File: src/lpbpm_pkg.sv
// ----------------------------------------------------------------------------
// lpbpm_pkg
// Shared types and constants of the buffer pool frame table.
// ----------------------------------------------------------------------------
package lpbpm_pkg;

  // field widths
  localparam int unsigned OP_W   = 3;
  localparam int unsigned FILE_W = 10;
  localparam int unsigned PAGE_W = 31;
  localparam int unsigned PIN_W  = 16;
  localparam int unsigned LINK_W = 6;
  localparam int unsigned KIND_W = 2;
  localparam int unsigned STAT_W = 3;
  localparam int unsigned SLOT_W = 5;

  // link value that ends a list
  localparam logic [LINK_W-1:0] NIL = 6'h3F;

  // operation codes
  localparam logic [OP_W-1:0] OP_GET   = 3'd0;
  localparam logic [OP_W-1:0] OP_ALLOC = 3'd1;
  localparam logic [OP_W-1:0] OP_DIRTY = 3'd2;
  localparam logic [OP_W-1:0] OP_UNPIN = 3'd3;
  localparam logic [OP_W-1:0] OP_FLUSH = 3'd4;
  localparam logic [OP_W-1:0] OP_FORCE = 3'd5;
  localparam logic [OP_W-1:0] OP_CLEAR = 3'd6;

  // result kinds
  localparam logic [KIND_W-1:0] KIND_STATUS = 2'd0;
  localparam logic [KIND_W-1:0] KIND_READ   = 2'd1;
  localparam logic [KIND_W-1:0] KIND_WRITE  = 2'd2;

  // status codes
  localparam logic [STAT_W-1:0] ST_OK         = 3'd0;
  localparam logic [STAT_W-1:0] ST_PINNED     = 3'd1;
  localparam logic [STAT_W-1:0] ST_NOT_IN_BUF = 3'd2;
  localparam logic [STAT_W-1:0] ST_UNPINNED   = 3'd3;
  localparam logic [STAT_W-1:0] ST_NO_FREE    = 3'd4;

  // one frame descriptor as held in memory
  typedef struct packed {
    logic [FILE_W-1:0] file;
    logic [PAGE_W-1:0] page;
    logic              dirty;
    logic [PIN_W-1:0]  pins;
    logic [LINK_W-1:0] prev;
    logic [LINK_W-1:0] next;
  } row_t;

  typedef enum logic [1:0] {
    PIN_KEEP = 2'd0,
    PIN_INC  = 2'd1,
    PIN_DEC  = 2'd2,
    PIN_ONE  = 2'd3
  } pin_op_e;

  // change applied to a descriptor on its write back
  typedef struct packed {
    logic              set_prev;
    logic [LINK_W-1:0] prev;
    logic              set_next;
    logic [LINK_W-1:0] next;
    logic              set_dirty;
    logic              dirty;
    pin_op_e           pin_op;
    logic              set_tag;
  } row_edit_t;

  // result register
  typedef struct packed {
    logic [KIND_W-1:0] kind;
    logic [STAT_W-1:0] status;
    logic [SLOT_W-1:0] slot_index;
    logic [FILE_W-1:0] cmd_file;
    logic [PAGE_W-1:0] cmd_page;
    logic              last;
  } rsp_t;

endpackage

File: src/lpbpm_if.sv
// ----------------------------------------------------------------------------
// lpbpm_if
// Request and response channels of the buffer pool frame table.
// ----------------------------------------------------------------------------
interface lpbpm_req_if
  import lpbpm_pkg::*;
();
  logic              valid;
  logic              ready;
  logic [OP_W-1:0]   opcode;
  logic [FILE_W-1:0] file_id;
  logic [PAGE_W-1:0] page_number;
  logic              allow_multiple_pins;
  logic              force_all;

  modport source (
    output valid, opcode, file_id, page_number, allow_multiple_pins, force_all,
    input  ready
  );
  modport sink (
    input  valid, opcode, file_id, page_number, allow_multiple_pins, force_all,
    output ready
  );
endinterface

interface lpbpm_rsp_if
  import lpbpm_pkg::*;
();
  logic              valid;
  logic              ready;
  logic [KIND_W-1:0] kind;
  logic [STAT_W-1:0] status;
  logic [SLOT_W-1:0] slot_index;
  logic [FILE_W-1:0] cmd_file;
  logic [PAGE_W-1:0] cmd_page;
  logic              last;

  modport source (
    output valid, kind, status, slot_index, cmd_file, cmd_page, last,
    input  ready
  );
  modport sink (
    input  valid, kind, status, slot_index, cmd_file, cmd_page, last,
    output ready
  );
endinterface

File: src/lpbpm_ram.sv
// ----------------------------------------------------------------------------
// lpbpm_ram
// Generic single write port, single read port RAM with registered read.
// ----------------------------------------------------------------------------
module lpbpm_ram #(
  parameter int unsigned WIDTH = 8,
  parameter int unsigned DEPTH = 32,
  localparam int unsigned AddrW = (DEPTH > 1) ? $clog2(DEPTH) : 1
) (
  input  logic             clk_i,
  input  logic             we_i,
  input  logic [AddrW-1:0] waddr_i,
  input  logic [WIDTH-1:0] wdata_i,
  input  logic [AddrW-1:0] raddr_i,
  output logic [WIDTH-1:0] rdata_o
);

  logic [WIDTH-1:0] mem_q [DEPTH];

  // write port
  always_ff @(posedge clk_i) begin
    if (we_i) begin
      mem_q[waddr_i] <= wdata_i;
    end
  end

  // registered read port
  always_ff @(posedge clk_i) begin
    rdata_o <= mem_q[raddr_i];
  end

endmodule

File: src/lru_pinned_buffer_pool_manager.sv
// ----------------------------------------------------------------------------
// lru_pinned_buffer_pool_manager
// Frame table of a page buffer pool: lookup, LRU victim choice, pin counts,
// flush and force walks, all held in one descriptor RAM.
// ----------------------------------------------------------------------------
// Lookup reads one descriptor a cycle, over NUM_SLOTS descriptors at most;
// each descriptor change is a read-modify-write through S_MEM, and a list
// move is an unlink and a relink built of such changes. Throughput: one
// transaction at a time, plus output stalls; the victim search of get_page
// may walk the whole LRU list, and flush/force/clear walk it frame by frame.
// Reset: asynchronous; in-use and written marks clear at once.
module lru_pinned_buffer_pool_manager
  import lpbpm_pkg::*;
#(
  parameter int unsigned NUM_SLOTS = 32
) (
  input  logic        clk_i,
  input  logic        rst_ni,
  lpbpm_req_if.sink   req_i,
  lpbpm_rsp_if.source rsp_o
);

  localparam int unsigned AW = $clog2(NUM_SLOTS);
  localparam int unsigned CW = $clog2(NUM_SLOTS + 1);

  typedef enum logic [21:0] {
    S_IDLE  = 22'd1 << 0,
    S_FIND  = 22'd1 << 1,
    S_MEM   = 22'd1 << 2,
    S_HIT   = 22'd1 << 3,
    S_MISS  = 22'd1 << 4,
    S_UL    = 22'd1 << 5,
    S_UL_A  = 22'd1 << 6,
    S_UL_B  = 22'd1 << 7,
    S_LH    = 22'd1 << 8,
    S_LH_A  = 22'd1 << 9,
    S_ALLOC = 22'd1 << 10,
    S_AF    = 22'd1 << 11,
    S_VSRCH = 22'd1 << 12,
    S_VCHK  = 22'd1 << 13,
    S_VREL  = 22'd1 << 14,
    S_AINIT = 22'd1 << 15,
    S_WALK  = 22'd1 << 16,
    S_WCHK  = 22'd1 << 17,
    S_WNEXT = 22'd1 << 18,
    S_REL   = 22'd1 << 19,
    S_RELB  = 22'd1 << 20,
    S_FINAL = 22'd1 << 21
  } state_e;

  // helpers
  function automatic logic ok_link(logic [LINK_W-1:0] x);
    return x < LINK_W'(NUM_SLOTS);
  endfunction

  function automatic row_t reset_row(logic [AW-1:0] idx);
    row_t r;
    r       = '0;
    r.prev  = (idx == '0) ? NIL : LINK_W'(idx) - 1'b1;
    r.next  = (idx == AW'(NUM_SLOTS - 1)) ? NIL : LINK_W'(idx) + 1'b1;
    return r;
  endfunction

  function automatic row_edit_t ed_links(logic [LINK_W-1:0] p, logic [LINK_W-1:0] n);
    row_edit_t e;
    e          = '0;
    e.set_prev = 1'b1;
    e.prev     = p;
    e.set_next = 1'b1;
    e.next     = n;
    return e;
  endfunction

  function automatic row_edit_t ed_prev(logic [LINK_W-1:0] p);
    row_edit_t e;
    e          = '0;
    e.set_prev = 1'b1;
    e.prev     = p;
    return e;
  endfunction

  function automatic row_edit_t ed_next(logic [LINK_W-1:0] n);
    row_edit_t e;
    e          = '0;
    e.set_next = 1'b1;
    e.next     = n;
    return e;
  endfunction

  function automatic row_edit_t ed_dirty(logic d);
    row_edit_t e;
    e           = '0;
    e.set_dirty = 1'b1;
    e.dirty     = d;
    return e;
  endfunction

  function automatic row_edit_t ed_pins(pin_op_e op);
    row_edit_t e;
    e        = '0;
    e.pin_op = op;
    return e;
  endfunction

  function automatic row_edit_t ed_init();
    row_edit_t e;
    e           = '0;
    e.set_dirty = 1'b1;
    e.pin_op    = PIN_ONE;
    e.set_tag   = 1'b1;
    return e;
  endfunction

  function automatic rsp_t mk_rsp(logic [KIND_W-1:0] kind, logic [STAT_W-1:0] st,
                                  logic [LINK_W-1:0] slot, logic [FILE_W-1:0] f,
                                  logic [PAGE_W-1:0] p, logic last);
    rsp_t r;
    r.kind       = kind;
    r.status     = st;
    r.slot_index = slot[SLOT_W-1:0];
    r.cmd_file   = f;
    r.cmd_page   = p;
    r.last       = last;
    return r;
  endfunction

  // registers
  state_e                 state_q, state_d, ret_q, ret_d;
  state_e                 uret_q, uret_d, lret_q, lret_d;
  logic [AW-1:0]          a_q, a_d;
  row_edit_t              edit_q, edit_d;
  row_t                   rowbuf_q, rowbuf_d;
  logic [LINK_W-1:0]      s_q, s_d, nx_q, nx_d, up_q, up_d, uq_q, uq_d;
  logic [LINK_W-1:0]      head_q, head_d, tail_q, tail_d, free_q, free_d;
  logic [LINK_W-1:0]      sl_q, sl_d;
  logic [STAT_W-1:0]      st_q, st_d;
  logic [CW-1:0]          k_q, k_d;
  logic [NUM_SLOTS-1:0]   in_use_q, in_use_d, touched_q, touched_d;
  logic [OP_W-1:0]        op_q, op_d;
  logic [FILE_W-1:0]      file_q, file_d;
  logic [PAGE_W-1:0]      page_q, page_d;
  logic                   multi_q, multi_d, all_q, all_d;
  logic                   out_vld_q, out_vld_d;
  rsp_t                   out_q, out_d;

  // memory signals
  logic                   ram_we;
  row_t                   ram_wdata, ram_rdata, rd_row, wr_row;
  logic                   out_free;
  logic                   edit_any;

  lpbpm_ram #(
    .WIDTH ($bits(row_t)),
    .DEPTH (NUM_SLOTS)
  ) u_ram (
    .clk_i   (clk_i),
    .we_i    (ram_we),
    .waddr_i (a_q),
    .wdata_i (ram_wdata),
    .raddr_i (a_d),
    .rdata_o (ram_rdata)
  );

  // descriptor as seen: never written entries read as their reset value
  assign rd_row = touched_q[a_q] ? ram_rdata : reset_row(a_q);

  // apply the pending edit
  always_comb begin
    wr_row = rd_row;
    if (edit_q.set_prev) wr_row.prev = edit_q.prev;
    if (edit_q.set_next) wr_row.next = edit_q.next;
    if (edit_q.set_dirty) wr_row.dirty = edit_q.dirty;
    if (edit_q.set_tag) begin
      wr_row.file = file_q;
      wr_row.page = page_q;
    end
    case (edit_q.pin_op)
      PIN_INC: if (rd_row.pins != '1) wr_row.pins = rd_row.pins + 1'b1;
      PIN_DEC: wr_row.pins = rd_row.pins - 1'b1;
      PIN_ONE: wr_row.pins = PIN_W'(1);
      default: wr_row.pins = rd_row.pins;
    endcase
  end

  assign edit_any = edit_q.set_prev | edit_q.set_next | edit_q.set_dirty |
                    edit_q.set_tag | (edit_q.pin_op != PIN_KEEP);
  assign out_free = !out_vld_q || rsp_o.ready;

  // handshake and payload
  assign req_i.ready      = (state_q == S_IDLE);
  assign rsp_o.valid      = out_vld_q;
  assign rsp_o.kind       = out_q.kind;
  assign rsp_o.status     = out_q.status;
  assign rsp_o.slot_index = out_q.slot_index;
  assign rsp_o.cmd_file   = out_q.cmd_file;
  assign rsp_o.cmd_page   = out_q.cmd_page;
  assign rsp_o.last       = out_q.last;

  // sequencer
  always_comb begin
    state_d   = state_q;
    ret_d     = ret_q;
    uret_d    = uret_q;
    lret_d    = lret_q;
    a_d       = a_q;
    edit_d    = edit_q;
    rowbuf_d  = rowbuf_q;
    s_d       = s_q;
    nx_d      = nx_q;
    up_d      = up_q;
    uq_d      = uq_q;
    head_d    = head_q;
    tail_d    = tail_q;
    free_d    = free_q;
    sl_d      = sl_q;
    st_d      = st_q;
    k_d       = k_q;
    in_use_d  = in_use_q;
    touched_d = touched_q;
    op_d      = op_q;
    file_d    = file_q;
    page_d    = page_q;
    multi_d   = multi_q;
    all_d     = all_q;
    out_d     = out_q;
    out_vld_d = out_vld_q && !rsp_o.ready;
    ram_we    = 1'b0;
    ram_wdata = wr_row;

    case (state_q)
      S_IDLE: begin
        if (req_i.valid) begin
          op_d    = req_i.opcode;
          file_d  = req_i.file_id;
          page_d  = req_i.page_number;
          multi_d = req_i.allow_multiple_pins;
          all_d   = req_i.force_all;
          st_d    = ST_OK;
          sl_d    = '0;
          case (req_i.opcode)
            OP_GET, OP_ALLOC, OP_DIRTY, OP_UNPIN: begin
              a_d     = '0;
              state_d = S_FIND;
            end
            OP_FLUSH, OP_FORCE, OP_CLEAR: begin
              s_d     = head_q;
              k_d     = '0;
              state_d = S_WALK;
            end
            default: state_d = S_FINAL;
          endcase
        end
      end

      // associative lookup, one descriptor a cycle
      S_FIND: begin
        if (in_use_q[a_q] && rd_row.file == file_q && rd_row.page == page_q) begin
          s_d      = LINK_W'(a_q);
          rowbuf_d = rd_row;
          state_d  = S_HIT;
        end else if (a_q == AW'(NUM_SLOTS - 1)) begin
          state_d = S_MISS;
        end else begin
          a_d = a_q + 1'b1;
        end
      end

      // read-modify-write of one descriptor
      S_MEM: begin
        rowbuf_d = rd_row;
        if (edit_any) begin
          ram_we            = 1'b1;
          touched_d[a_q]    = 1'b1;
        end
        state_d = ret_q;
      end

      S_HIT: begin
        sl_d   = s_q;
        uret_d = S_LH;
        lret_d = S_FINAL;
        a_d    = s_q[AW-1:0];
        case (op_q)
          OP_GET: begin
            if (!multi_q && rowbuf_q.pins != '0) begin
              st_d    = ST_PINNED;
              state_d = S_FINAL;
            end else begin
              edit_d  = ed_pins(PIN_INC);
              ret_d   = S_UL;
              state_d = S_MEM;
            end
          end
          OP_DIRTY: begin
            if (rowbuf_q.pins == '0) begin
              st_d    = ST_UNPINNED;
              state_d = S_FINAL;
            end else begin
              edit_d  = ed_dirty(1'b1);
              ret_d   = S_UL;
              state_d = S_MEM;
            end
          end
          OP_UNPIN: begin
            if (rowbuf_q.pins == '0) begin
              st_d    = ST_UNPINNED;
              state_d = S_FINAL;
            end else begin
              edit_d  = ed_pins(PIN_DEC);
              ret_d   = (rowbuf_q.pins == PIN_W'(1)) ? S_UL : S_FINAL;
              state_d = S_MEM;
            end
          end
          default: state_d = S_FINAL;
        endcase
      end

      S_MISS: begin
        if (op_q == OP_GET || op_q == OP_ALLOC) begin
          state_d = S_ALLOC;
        end else begin
          st_d    = ST_NOT_IN_BUF;
          state_d = S_FINAL;
        end
      end

      // unlink: clear own links, then patch neighbours
      S_UL: begin
        a_d     = s_q[AW-1:0];
        edit_d  = ed_links(NIL, NIL);
        ret_d   = S_UL_A;
        state_d = S_MEM;
      end

      S_UL_A: begin
        up_d = rowbuf_q.prev;
        uq_d = rowbuf_q.next;
        if (head_q == s_q) head_d = rowbuf_q.next;
        if (tail_q == s_q) tail_d = rowbuf_q.prev;
        if (ok_link(rowbuf_q.next)) begin
          a_d     = rowbuf_q.next[AW-1:0];
          edit_d  = ed_prev(rowbuf_q.prev);
          ret_d   = S_UL_B;
          state_d = S_MEM;
        end else begin
          state_d = S_UL_B;
        end
      end

      S_UL_B: begin
        if (ok_link(up_q)) begin
          a_d     = up_q[AW-1:0];
          edit_d  = ed_next(uq_q);
          ret_d   = uret_q;
          state_d = S_MEM;
        end else begin
          state_d = uret_q;
        end
      end

      // link at the most recent end
      S_LH: begin
        a_d     = s_q[AW-1:0];
        edit_d  = ed_links(NIL, head_q);
        ret_d   = S_LH_A;
        state_d = S_MEM;
      end

      S_LH_A: begin
        head_d = s_q;
        if (!ok_link(tail_q)) tail_d = s_q;
        if (ok_link(head_q)) begin
          a_d     = head_q[AW-1:0];
          edit_d  = ed_prev(s_q);
          ret_d   = lret_q;
          state_d = S_MEM;
        end else begin
          state_d = lret_q;
        end
      end

      // frame allocation: free list first, else LRU victim
      S_ALLOC: begin
        if (ok_link(free_q)) begin
          s_d     = free_q;
          a_d     = free_q[AW-1:0];
          edit_d  = '0;
          ret_d   = S_AF;
          state_d = S_MEM;
        end else begin
          s_d     = tail_q;
          k_d     = '0;
          state_d = S_VSRCH;
        end
      end

      S_AF: begin
        free_d  = rowbuf_q.next;
        lret_d  = S_AINIT;
        state_d = S_LH;
      end

      S_VSRCH: begin
        if (ok_link(s_q) && k_q < CW'(NUM_SLOTS)) begin
          a_d     = s_q[AW-1:0];
          edit_d  = '0;
          ret_d   = S_VCHK;
          state_d = S_MEM;
        end else begin
          st_d    = ST_NO_FREE;
          state_d = S_FINAL;
        end
      end

      S_VCHK: begin
        if (rowbuf_q.pins == '0) begin
          if (rowbuf_q.dirty) begin
            if (out_free) begin
              out_vld_d = 1'b1;
              out_d     = mk_rsp(KIND_WRITE, ST_OK, s_q, rowbuf_q.file,
                                 rowbuf_q.page, 1'b0);
              a_d       = s_q[AW-1:0];
              edit_d    = ed_dirty(1'b0);
              ret_d     = S_VREL;
              state_d   = S_MEM;
            end
          end else begin
            state_d = S_VREL;
          end
        end else begin
          s_d     = rowbuf_q.prev;
          k_d     = k_q + 1'b1;
          state_d = S_VSRCH;
        end
      end

      S_VREL: begin
        in_use_d[s_q[AW-1:0]] = 1'b0;
        uret_d  = S_LH;
        lret_d  = S_AINIT;
        state_d = S_UL;
      end

      // new descriptor, read command on get_page
      S_AINIT: begin
        if (op_q != OP_GET || out_free) begin
          if (op_q == OP_GET) begin
            out_vld_d = 1'b1;
            out_d     = mk_rsp(KIND_READ, ST_OK, s_q, file_q, page_q, 1'b0);
          end
          in_use_d[s_q[AW-1:0]] = 1'b1;
          sl_d    = s_q;
          a_d     = s_q[AW-1:0];
          edit_d  = ed_init();
          ret_d   = S_FINAL;
          state_d = S_MEM;
        end
      end

      // walk of the LRU list from the head
      S_WALK: begin
        if (ok_link(s_q) && k_q < CW'(NUM_SLOTS)) begin
          a_d     = s_q[AW-1:0];
          edit_d  = '0;
          ret_d   = S_WCHK;
          state_d = S_MEM;
        end else begin
          state_d = S_FINAL;
        end
      end

      S_WCHK: begin
        nx_d    = rowbuf_q.next;
        state_d = S_WNEXT;
        a_d     = s_q[AW-1:0];
        case (op_q)
          OP_CLEAR: begin
            if (rowbuf_q.pins == '0) state_d = S_REL;
          end
          OP_FLUSH: begin
            if (rowbuf_q.file == file_q) begin
              if (rowbuf_q.pins != '0) begin
                st_d = ST_PINNED;
              end else if (rowbuf_q.dirty) begin
                state_d = S_WCHK;
                if (out_free) begin
                  out_vld_d = 1'b1;
                  out_d     = mk_rsp(KIND_WRITE, ST_OK, s_q, file_q, rowbuf_q.page, 1'b0);
                  edit_d    = ed_dirty(1'b0);
                  ret_d     = S_REL;
                  state_d   = S_MEM;
                end
              end else begin
                state_d = S_REL;
              end
            end
          end
          OP_FORCE: begin
            if (rowbuf_q.file == file_q && (all_q || rowbuf_q.page == page_q) &&
                rowbuf_q.dirty) begin
              state_d = S_WCHK;
              if (out_free) begin
                out_vld_d = 1'b1;
                out_d     = mk_rsp(KIND_WRITE, ST_OK, s_q, file_q, rowbuf_q.page, 1'b0);
                edit_d    = ed_dirty(1'b0);
                ret_d     = S_WNEXT;
                state_d   = S_MEM;
              end
            end
          end
          default: state_d = S_WNEXT;
        endcase
      end

      S_WNEXT: begin
        s_d     = nx_q;
        k_d     = k_q + 1'b1;
        state_d = S_WALK;
      end

      // release to the free list
      S_REL: begin
        in_use_d[s_q[AW-1:0]] = 1'b0;
        uret_d  = S_RELB;
        state_d = S_UL;
      end

      S_RELB: begin
        free_d  = s_q;
        a_d     = s_q[AW-1:0];
        edit_d  = ed_next(free_q);
        ret_d   = S_WNEXT;
        state_d = S_MEM;
      end

      S_FINAL: begin
        if (out_free) begin
          out_vld_d = 1'b1;
          out_d     = mk_rsp(KIND_STATUS, st_q, sl_q, '0, '0, 1'b1);
          state_d   = S_IDLE;
        end
      end

      default: state_d = S_IDLE;
    endcase
  end

  // control state
  always_ff @(posedge clk_i or negedge rst_ni) begin
    if (!rst_ni) begin
      state_q   <= S_IDLE;
      ret_q     <= S_IDLE;
      uret_q    <= S_IDLE;
      lret_q    <= S_IDLE;
      head_q    <= NIL;
      tail_q    <= NIL;
      free_q    <= '0;
      in_use_q  <= '0;
      touched_q <= '0;
      out_vld_q <= 1'b0;
      edit_q    <= '0;
      a_q       <= '0;
    end else begin
      state_q   <= state_d;
      ret_q     <= ret_d;
      uret_q    <= uret_d;
      lret_q    <= lret_d;
      head_q    <= head_d;
      tail_q    <= tail_d;
      free_q    <= free_d;
      in_use_q  <= in_use_d;
      touched_q <= touched_d;
      out_vld_q <= out_vld_d;
      edit_q    <= edit_d;
      a_q       <= a_d;
    end
  end

  // working and payload registers
  always_ff @(posedge clk_i) begin
    rowbuf_q <= rowbuf_d;
    s_q      <= s_d;
    nx_q     <= nx_d;
    up_q     <= up_d;
    uq_q     <= uq_d;
    sl_q     <= sl_d;
    st_q     <= st_d;
    k_q      <= k_d;
    op_q     <= op_d;
    file_q   <= file_d;
    page_q   <= page_d;
    multi_q  <= multi_d;
    all_q    <= all_d;
    out_q    <= out_d;
  end

  // memory accesses stay inside the frame range
  a_mem_addr: assert property (@(posedge clk_i) disable iff (!rst_ni)
    (state_q == S_MEM) |-> (32'(a_q) < NUM_SLOTS))
    else $error("descriptor access outside the frame range");

  // the LRU list is empty at both ends or at neither
  a_list_ends: assert property (@(posedge clk_i) disable iff (!rst_ni)
    (state_q == S_IDLE) |-> ((head_q == NIL) == (tail_q == NIL)))
    else $error("LRU head and tail disagree");

  // the final status ends the transaction
  a_final_done: assert property (@(posedge clk_i) disable iff (!rst_ni)
    (state_q == S_FINAL && out_free) |=> (state_q == S_IDLE && out_vld_q && out_q.last))
    else $error("final status not issued");

  // no new request taken while a write back is pending in the walk
  a_walk_hold: assert property (@(posedge clk_i) disable iff (!rst_ni)
    (state_q == S_WCHK && !out_free) |=> (state_q == S_WCHK || state_q == S_WNEXT ||
                                         state_q == S_REL))
    else $error("walk left a frame with its write back pending");

endmodule

File: src/flat_wrapper.sv
// flat-port wrapper written by rule: the top's interface ports become plain ports
module lru_pinned_buffer_pool_manager_flat import lpbpm_pkg::*;
#(
  parameter int unsigned NUM_SLOTS = 32
)
  (clk_i, rst_ni, req_i_valid, req_i_opcode, req_i_file_id, req_i_page_number, req_i_allow_multiple_pins, req_i_force_all, req_i_ready, rsp_o_valid, rsp_o_kind, rsp_o_status, rsp_o_slot_index, rsp_o_cmd_file, rsp_o_cmd_page, rsp_o_last, rsp_o_ready);
  lpbpm_req_if req_i_i ();
  lpbpm_rsp_if rsp_o_i ();
  input  logic clk_i;
  input  logic rst_ni;
  input wire logic [$bits(req_i_i.valid)-1:0] req_i_valid;
  input wire logic [$bits(req_i_i.opcode)-1:0] req_i_opcode;
  input wire logic [$bits(req_i_i.file_id)-1:0] req_i_file_id;
  input wire logic [$bits(req_i_i.page_number)-1:0] req_i_page_number;
  input wire logic [$bits(req_i_i.allow_multiple_pins)-1:0] req_i_allow_multiple_pins;
  input wire logic [$bits(req_i_i.force_all)-1:0] req_i_force_all;
  output wire logic [$bits(req_i_i.ready)-1:0] req_i_ready;
  output wire logic [$bits(rsp_o_i.valid)-1:0] rsp_o_valid;
  output wire logic [$bits(rsp_o_i.kind)-1:0] rsp_o_kind;
  output wire logic [$bits(rsp_o_i.status)-1:0] rsp_o_status;
  output wire logic [$bits(rsp_o_i.slot_index)-1:0] rsp_o_slot_index;
  output wire logic [$bits(rsp_o_i.cmd_file)-1:0] rsp_o_cmd_file;
  output wire logic [$bits(rsp_o_i.cmd_page)-1:0] rsp_o_cmd_page;
  output wire logic [$bits(rsp_o_i.last)-1:0] rsp_o_last;
  input wire logic [$bits(rsp_o_i.ready)-1:0] rsp_o_ready;
  assign req_i_i.valid = req_i_valid;
  assign req_i_i.opcode = req_i_opcode;
  assign req_i_i.file_id = req_i_file_id;
  assign req_i_i.page_number = req_i_page_number;
  assign req_i_i.allow_multiple_pins = req_i_allow_multiple_pins;
  assign req_i_i.force_all = req_i_force_all;
  assign req_i_ready = req_i_i.ready;
  assign rsp_o_valid = rsp_o_i.valid;
  assign rsp_o_kind = rsp_o_i.kind;
  assign rsp_o_status = rsp_o_i.status;
  assign rsp_o_slot_index = rsp_o_i.slot_index;
  assign rsp_o_cmd_file = rsp_o_i.cmd_file;
  assign rsp_o_cmd_page = rsp_o_i.cmd_page;
  assign rsp_o_last = rsp_o_i.last;
  assign rsp_o_i.ready = rsp_o_ready;
  lru_pinned_buffer_pool_manager #(.NUM_SLOTS(NUM_SLOTS)) u_core (.clk_i(clk_i), .rst_ni(rst_ni), .req_i(req_i_i), .rsp_o(rsp_o_i));
endmodule
File: config.mk
export PLATFORM = sky130hd
export DESIGN_NAME = lru_pinned_buffer_pool_manager_flat
export DESIGN_NICKNAME = d
export VERILOG_FILES = /design/src/lpbpm_pkg.sv /design/src/lpbpm_if.sv /design/src/lpbpm_ram.sv /design/src/lru_pinned_buffer_pool_manager.sv /design/src/flat_wrapper.sv
export SDC_FILE = /design/constraint.sdc
export NUM_CORES = 2
export LEC_CHECK = 0
export ABC_AREA = 0
export BUFFER_PORTS_ARGS = -buffer_cell sky130_fd_sc_hd__buf_2
export CAP_MARGIN = 10
export CORE_MARGIN = 3
export CORE_UTILIZATION = 60
export DETAILED_ROUTE_END_ITERATION = 10
export GPL_TIMING_DRIVEN = 1
export PLACE_DENSITY_LB_ADDON = 0.08
export SYNTH_ARGS = -nofsm -noshare
export SYNTH_HDL_FRONTEND = slang
export SYNTH_HIERARCHICAL = 1
export SYNTH_SLANG_ARGS = --single-unit
export TNS_END_PERCENT = 30
File: constraint.sdc
create_clock -name clk_i -period 8.4 [get_ports clk_i]
set_input_delay 0.42 -clock clk_i [delete_from_list [all_inputs] [get_ports clk_i]]
set_output_delay 0.42 -clock clk_i [all_outputs]
set_load 0.005 [all_outputs]
==> summary by stage <==
Synthesis
The part of the Yosys area used for sequential elements is 74.7%. Counting flops with a built-in enable in the synthesized netlist gives 2,446. Yosys mapped the design onto 86 distinct sky130hd cell types. The area of the mapped netlist is approximately 110,000 um^2. Summed over its instances, the top area cell type makes up 69.8% of the synthesized netlist area. The number of warnings printed during yosys synthesis is 6.

The gate count of the mapped netlist is between 5,000 and 6,000. The share of synthesized flip-flops with an asynchronous set or reset is under 10%. In this run, synthesis produced a sequential element count of 2,666. Summed over all instances, the cell type with the most area after synthesis is sky130_fd_sc_hd__edfxtp_1. By area the synthesized netlist is led by sky130_fd_sc_hd__edfxtp_1 (70%), sky130_fd_sc_hd__mux4_2 (14%), sky130_fd_sc_hd__dfrtp_1 (3.2%), sky130_fd_sc_hd__mux2_2 (1.9%), sky130_fd_sc_hd__dfxtp_1 (1.3%). The synthesized net count is between 5,000 and 6,000. A synthesized cell averages between 20 and 25 um^2.

Among all flip-flop cells after synthesis, the most frequent one is sky130_fd_sc_hd__edfxtp_1.

Global route
The met1 global-route usage is a little under half. The residual overflow from global routing is 0. The layer with the highest usage after global routing is met2.

The maximum number of pins on one net before global-route repair is slightly below 100. The via count of the first global-routing pass is about 54,000. The global-route total usage across every layer is 31.0%.

The routing usage on met2 is a little under half. In the global route stage, met3 resource usage came out at slightly below 6%. The initial antenna violation count was 4.

The wire length of the first global-routing pass is ~400 mm.

Timing
The total count of hold-check failures in the final report is 0. The final max-slew violation count is 0. For the pin with the worst max-slew slack, the measured transition is roughly 1300 ps. In the final timing run, aggregate negative setup slack is 0 ps.

Across all setup checks in the final design, the least slack found is between 1000 and 1500 ps. The count of final setup violators is 0. On the final layout, the worst clock skew is around 52 ps. Setup repair after global routing left no endpoint under its margin. Measured against its own limit, the worst slew margin works out to between 10% and 20%. For this run, the top clock speed supported by timing is approximately 140 MHz. The time the final worst path needs with I/O delays and setup is around 7400 ps. Of the available clock period, the critical path in the final layout requires around 88%.

Layout
Of the cells placed in the final design, the portion with a size suffix greater than 1 is between 20% and 30%. The area growth from synthesis to layout is 13.1%. The total area of multi-input combinational cells is roughly 26,000 um^2. The number of filler cells placed in the layout is around 11,000. Leaving out fill and tap cells, the most frequent cell in the layout is sky130_fd_sc_hd__edfxtp_1. Leaving out fill and tap cells, the most frequent cells in the layout are sky130_fd_sc_hd__edfxtp_1 (2,446), sky130_fd_sc_hd__mux4_2 (667), sky130_fd_sc_hd__clkbuf_16 (294). Summing all flip-flop and latch instances after layout gives between 70,000 and 80,000 um^2. Cells fill a little under 70% of the core in the end. The number of nets at the end of the flow is 5,510.

Clocking
CTS built an H-tree with a depth of 5. At the later pin of the worst-skew pair, clock insertion delay measures just over 900 ps. The clock sink count is ~2,700. TritonCTS built the clock tree.

Clock tree synthesis inserted a total of 288 buffers. The clock transition at the registers of the reported paths is about 60 ps. Post-CTS repair changed the size of 0 cells. The number of setup buffers added after CTS is 0. The buffer type at the clock tree root is sky130_fd_sc_hd__clkbuf_16. Hold repair after CTS inserted approximately 50 buffers.

The longest clock path from root to sink contains 4 buffers.

Floorplanning
The floorplan step set the die width to around 420 um. The placeable core region is about 170,000 um^2. The I/O pin count is ~100.

In this run the vertical extent of the chip is roughly 420 um. The cell row count is roughly 150. The starting density of the core is around three fifths. The full die area is between 150,000 and 200,000 um^2.

Setup path
The buffering stage count on the worst path with inverters included is 2. The signal on the critical path passes through nor2b_1 -> a22oi_1 -> and3_1 -> nor4_2 -> buf_4 -> a22o_1 -> o2111ai_1 -> or4_1 -> nor3_1 -> a21oi_1 -> o221ai_4 -> buf_4 -> mux4_2 -> mux2_2. In this run the worst path has a maximum fanout of 22. Among the stages of the critical path, the cell type that occurs most often is sky130_fd_sc_hd__buf_4.

On the critical path the largest part of the delay comes from simple AND/OR/NAND/NOR gates. The setup path with the least slack is of type reg2reg. STA classifies the critical path endpoint as a flop. The depth of the critical timing path with buffers and inverters included is 14.

The number of cells on the worst reg-to-reg path is 14. For this design, the slowest cell found on the critical path is sky130_fd_sc_hd__o221ai_4. The required time at the worst-slack endpoint is just over 9000 ps. For the worst setup path, the data arrival time is around 8200 ps.

On the worst path, the slowest cell contributes a delay of ~1000 ps. The category of the worst setup path launch point is a flop.

Power
The leakage power summed over all cells is approximately 38 nW. The peak ir drop on the vdd network is 309 uV. Dividing total power by cell area gives a power density of around 380 nW/um^2.

Min path
The path class of the lowest-slack min-delay path is in2async.

Routing
The first routing iteration left a little under 8,000 violations. Dividing the detail-routed via count by the number of cells gives 6.86. The number of remaining DRC errors is 0.

The remaining antenna violation count is 0. The total detailed-routing wirelength is about 280 mm. In the final routed layout, each cell accounts on average for ~35 um. The count of vias placed by the detailed router is 54,700.

The first detailed-routing pass took 8 iterations.

Placed design
At the placement stage, the worst setup path has a slack of between 1000 and 1500 ps. The placer's final routability congestion estimate is between 0.9 and 1. Buffers placed on the I/O ports in this run total about 100. The placed wire-length estimate is between 100 and 150 mm.

Flow run
The tool flagged a number of max-cap violations equal to 0.

Outcome
The run finished with clean final reports.
==> sequential cells by signal (all words and copies together) (netlist names), 10 cells and up, named ones only <==
name	count
u_core/edit_q	19
u_core/file_q	10
u_core/u_ram/rdata_o	70
u_core/u_ram/mem_q	2240
u_core/page_q	31
u_core/state_q	22
u_core/rowbuf_q	70
u_core/rsp_o.cmd_file	10
u_core/rsp_o.cmd_page	31
u_core/touched_q	32
u_core/ret_q	15
==> cell families (layout without fill, tap and decap cells) <==
family / count (synthesis) / after routing / share of synthesized area (%)
DFF: 2666 / 2666 / 74.7
muxes: 922 / 922 / 16.9
and+or+nand+nor: 654 / 654 / 3.11
AOI/OAI and AO/OA: 425 / 425 / 2.77
buffers and inverters: 365 / 881 / 1.56
xor gates and xnor gates: 99 / 99 / 0.824
adders and majority gates: 8 / 8 / 0.0951
other: 0 / 1 / 0
==> worst reg2reg max path, cell delays in order (launching register included) <==
cell                        delay (ps)
sky130_fd_sc_hd__dfrtp_1           840
sky130_fd_sc_hd__nor2b_1           370
sky130_fd_sc_hd__a22oi_1           130
sky130_fd_sc_hd__and3_1            190
sky130_fd_sc_hd__nor4_2            720
sky130_fd_sc_hd__buf_4             450
sky130_fd_sc_hd__a22o_1            240
sky130_fd_sc_hd__o2111ai_1         130
sky130_fd_sc_hd__or4_1             590
sky130_fd_sc_hd__nor3_1            700
sky130_fd_sc_hd__a21oi_1           330
sky130_fd_sc_hd__o221ai_4         1010
sky130_fd_sc_hd__buf_4             680
sky130_fd_sc_hd__mux4_2            610
sky130_fd_sc_hd__mux2_2            280
==> Yosys cell counts (10+ instances only) <==
| master | instances |
|---|---|
| sky130_fd_sc_hd__a21oi_1 | 61 |
| sky130_fd_sc_hd__a221oi_1 | 23 |
| sky130_fd_sc_hd__a22o_1 | 17 |
| sky130_fd_sc_hd__a22oi_1 | 19 |
| sky130_fd_sc_hd__a31oi_1 | 13 |
| sky130_fd_sc_hd__and2_1 | 55 |
| sky130_fd_sc_hd__and3_1 | 12 |
| sky130_fd_sc_hd__buf_1 | 26 |
| sky130_fd_sc_hd__buf_2 | 66 |
| sky130_fd_sc_hd__buf_4 | 21 |
| sky130_fd_sc_hd__buf_6 | 12 |
| sky130_fd_sc_hd__clkbuf_1 | 154 |
| sky130_fd_sc_hd__dfrtp_1 | 134 |
| sky130_fd_sc_hd__dfstp_2 | 16 |
| sky130_fd_sc_hd__dfxtp_1 | 70 |
| sky130_fd_sc_hd__edfxtp_1 | 2446 |
| sky130_fd_sc_hd__inv_1 | 81 |
| sky130_fd_sc_hd__mux2_2 | 179 |
| sky130_fd_sc_hd__mux2i_1 | 75 |
| sky130_fd_sc_hd__mux4_2 | 667 |
| sky130_fd_sc_hd__nand2_1 | 209 |
| sky130_fd_sc_hd__nand2b_1 | 19 |
| sky130_fd_sc_hd__nand3_1 | 46 |
| sky130_fd_sc_hd__nand3b_1 | 10 |
| sky130_fd_sc_hd__nand4_1 | 19 |
| sky130_fd_sc_hd__nor2_1 | 138 |
| sky130_fd_sc_hd__nor2b_1 | 16 |
| sky130_fd_sc_hd__nor3_1 | 25 |
| sky130_fd_sc_hd__nor4_1 | 41 |
| sky130_fd_sc_hd__o21ai_0 | 99 |
| sky130_fd_sc_hd__o21bai_1 | 35 |
| sky130_fd_sc_hd__o22ai_1 | 46 |
| sky130_fd_sc_hd__o31ai_1 | 15 |
| sky130_fd_sc_hd__or2_2 | 15 |
| sky130_fd_sc_hd__or4_1 | 10 |
| sky130_fd_sc_hd__xnor2_1 | 59 |
| sky130_fd_sc_hd__xor2_1 | 40 |
==> power by group <==
| part | internal [W] | total [W] | switching (W) |
|---|---|---|---|
| clock network | 0.00702 | 0.0120 | 0.00495 |
| logic | 0.00528 | 0.0134 | 0.00811 |
| registers | 0.0187 | 0.0194 | 0.000674 |
==> area by class of cell <==
cell class	instances	share of cell area [%]
Clock buffer	377	6.57
Inverter	85	0.268
Timing Repair Buffer	303	2.35
Clock inverter	116	0.821
Multi-Input combinational cell	2108	21.4
Tap cell	2325	2.45
Sequential cell	2666	66.1
Antenna cell	1	0.00210
==> layer usage <==
layer	part of all wire, %	vias to the layer above
met5	0	-
met4	2.8	0
met3	10	471
met2	48	3155
met1	39	29300
li1	-	21800
==> per-stage QoR <==
stage / instances / total power (W) / instance area [um^2] / hold slack (ps)
2_1_floorplan: 5139 / 0.0287 / 105000 / 124
4_1_cts: 7968 / 0.0448 / 119000 / 147
6_report: 7981 / 0.0448 / 119000 / 190
5_1_grt: 7980 / 0.0466 / 119000 / 189
3_3_place_gp: 7426 / 0.0325 / 109000 / 456
3_5_place_dp: 7426 / 0.0329 / 109000 / 450
==> worst paths after layout <==
path / from / slack (ps) / to
min in group clk_i: req_i_file_id[3] / 200 / u_core/file_q[3]
max in group asynchronous: rst_ni / 6750 / u_core/edit_q[0]
hold reg to reg: u_core/touched_q[19] / 470 / u_core/touched_q[19]
hold / removal: rst_ni / 190 / asynchronous set/reset pin
setup / recovery: u_core/a_q[1] / 1010 / u_core/u_ram/rdata_o[14]
setup reg to reg: u_core/a_q[1] / 1010 / u_core/u_ram/rdata_o[14]
No activity file was read; power rests on OpenSTA's default activity.
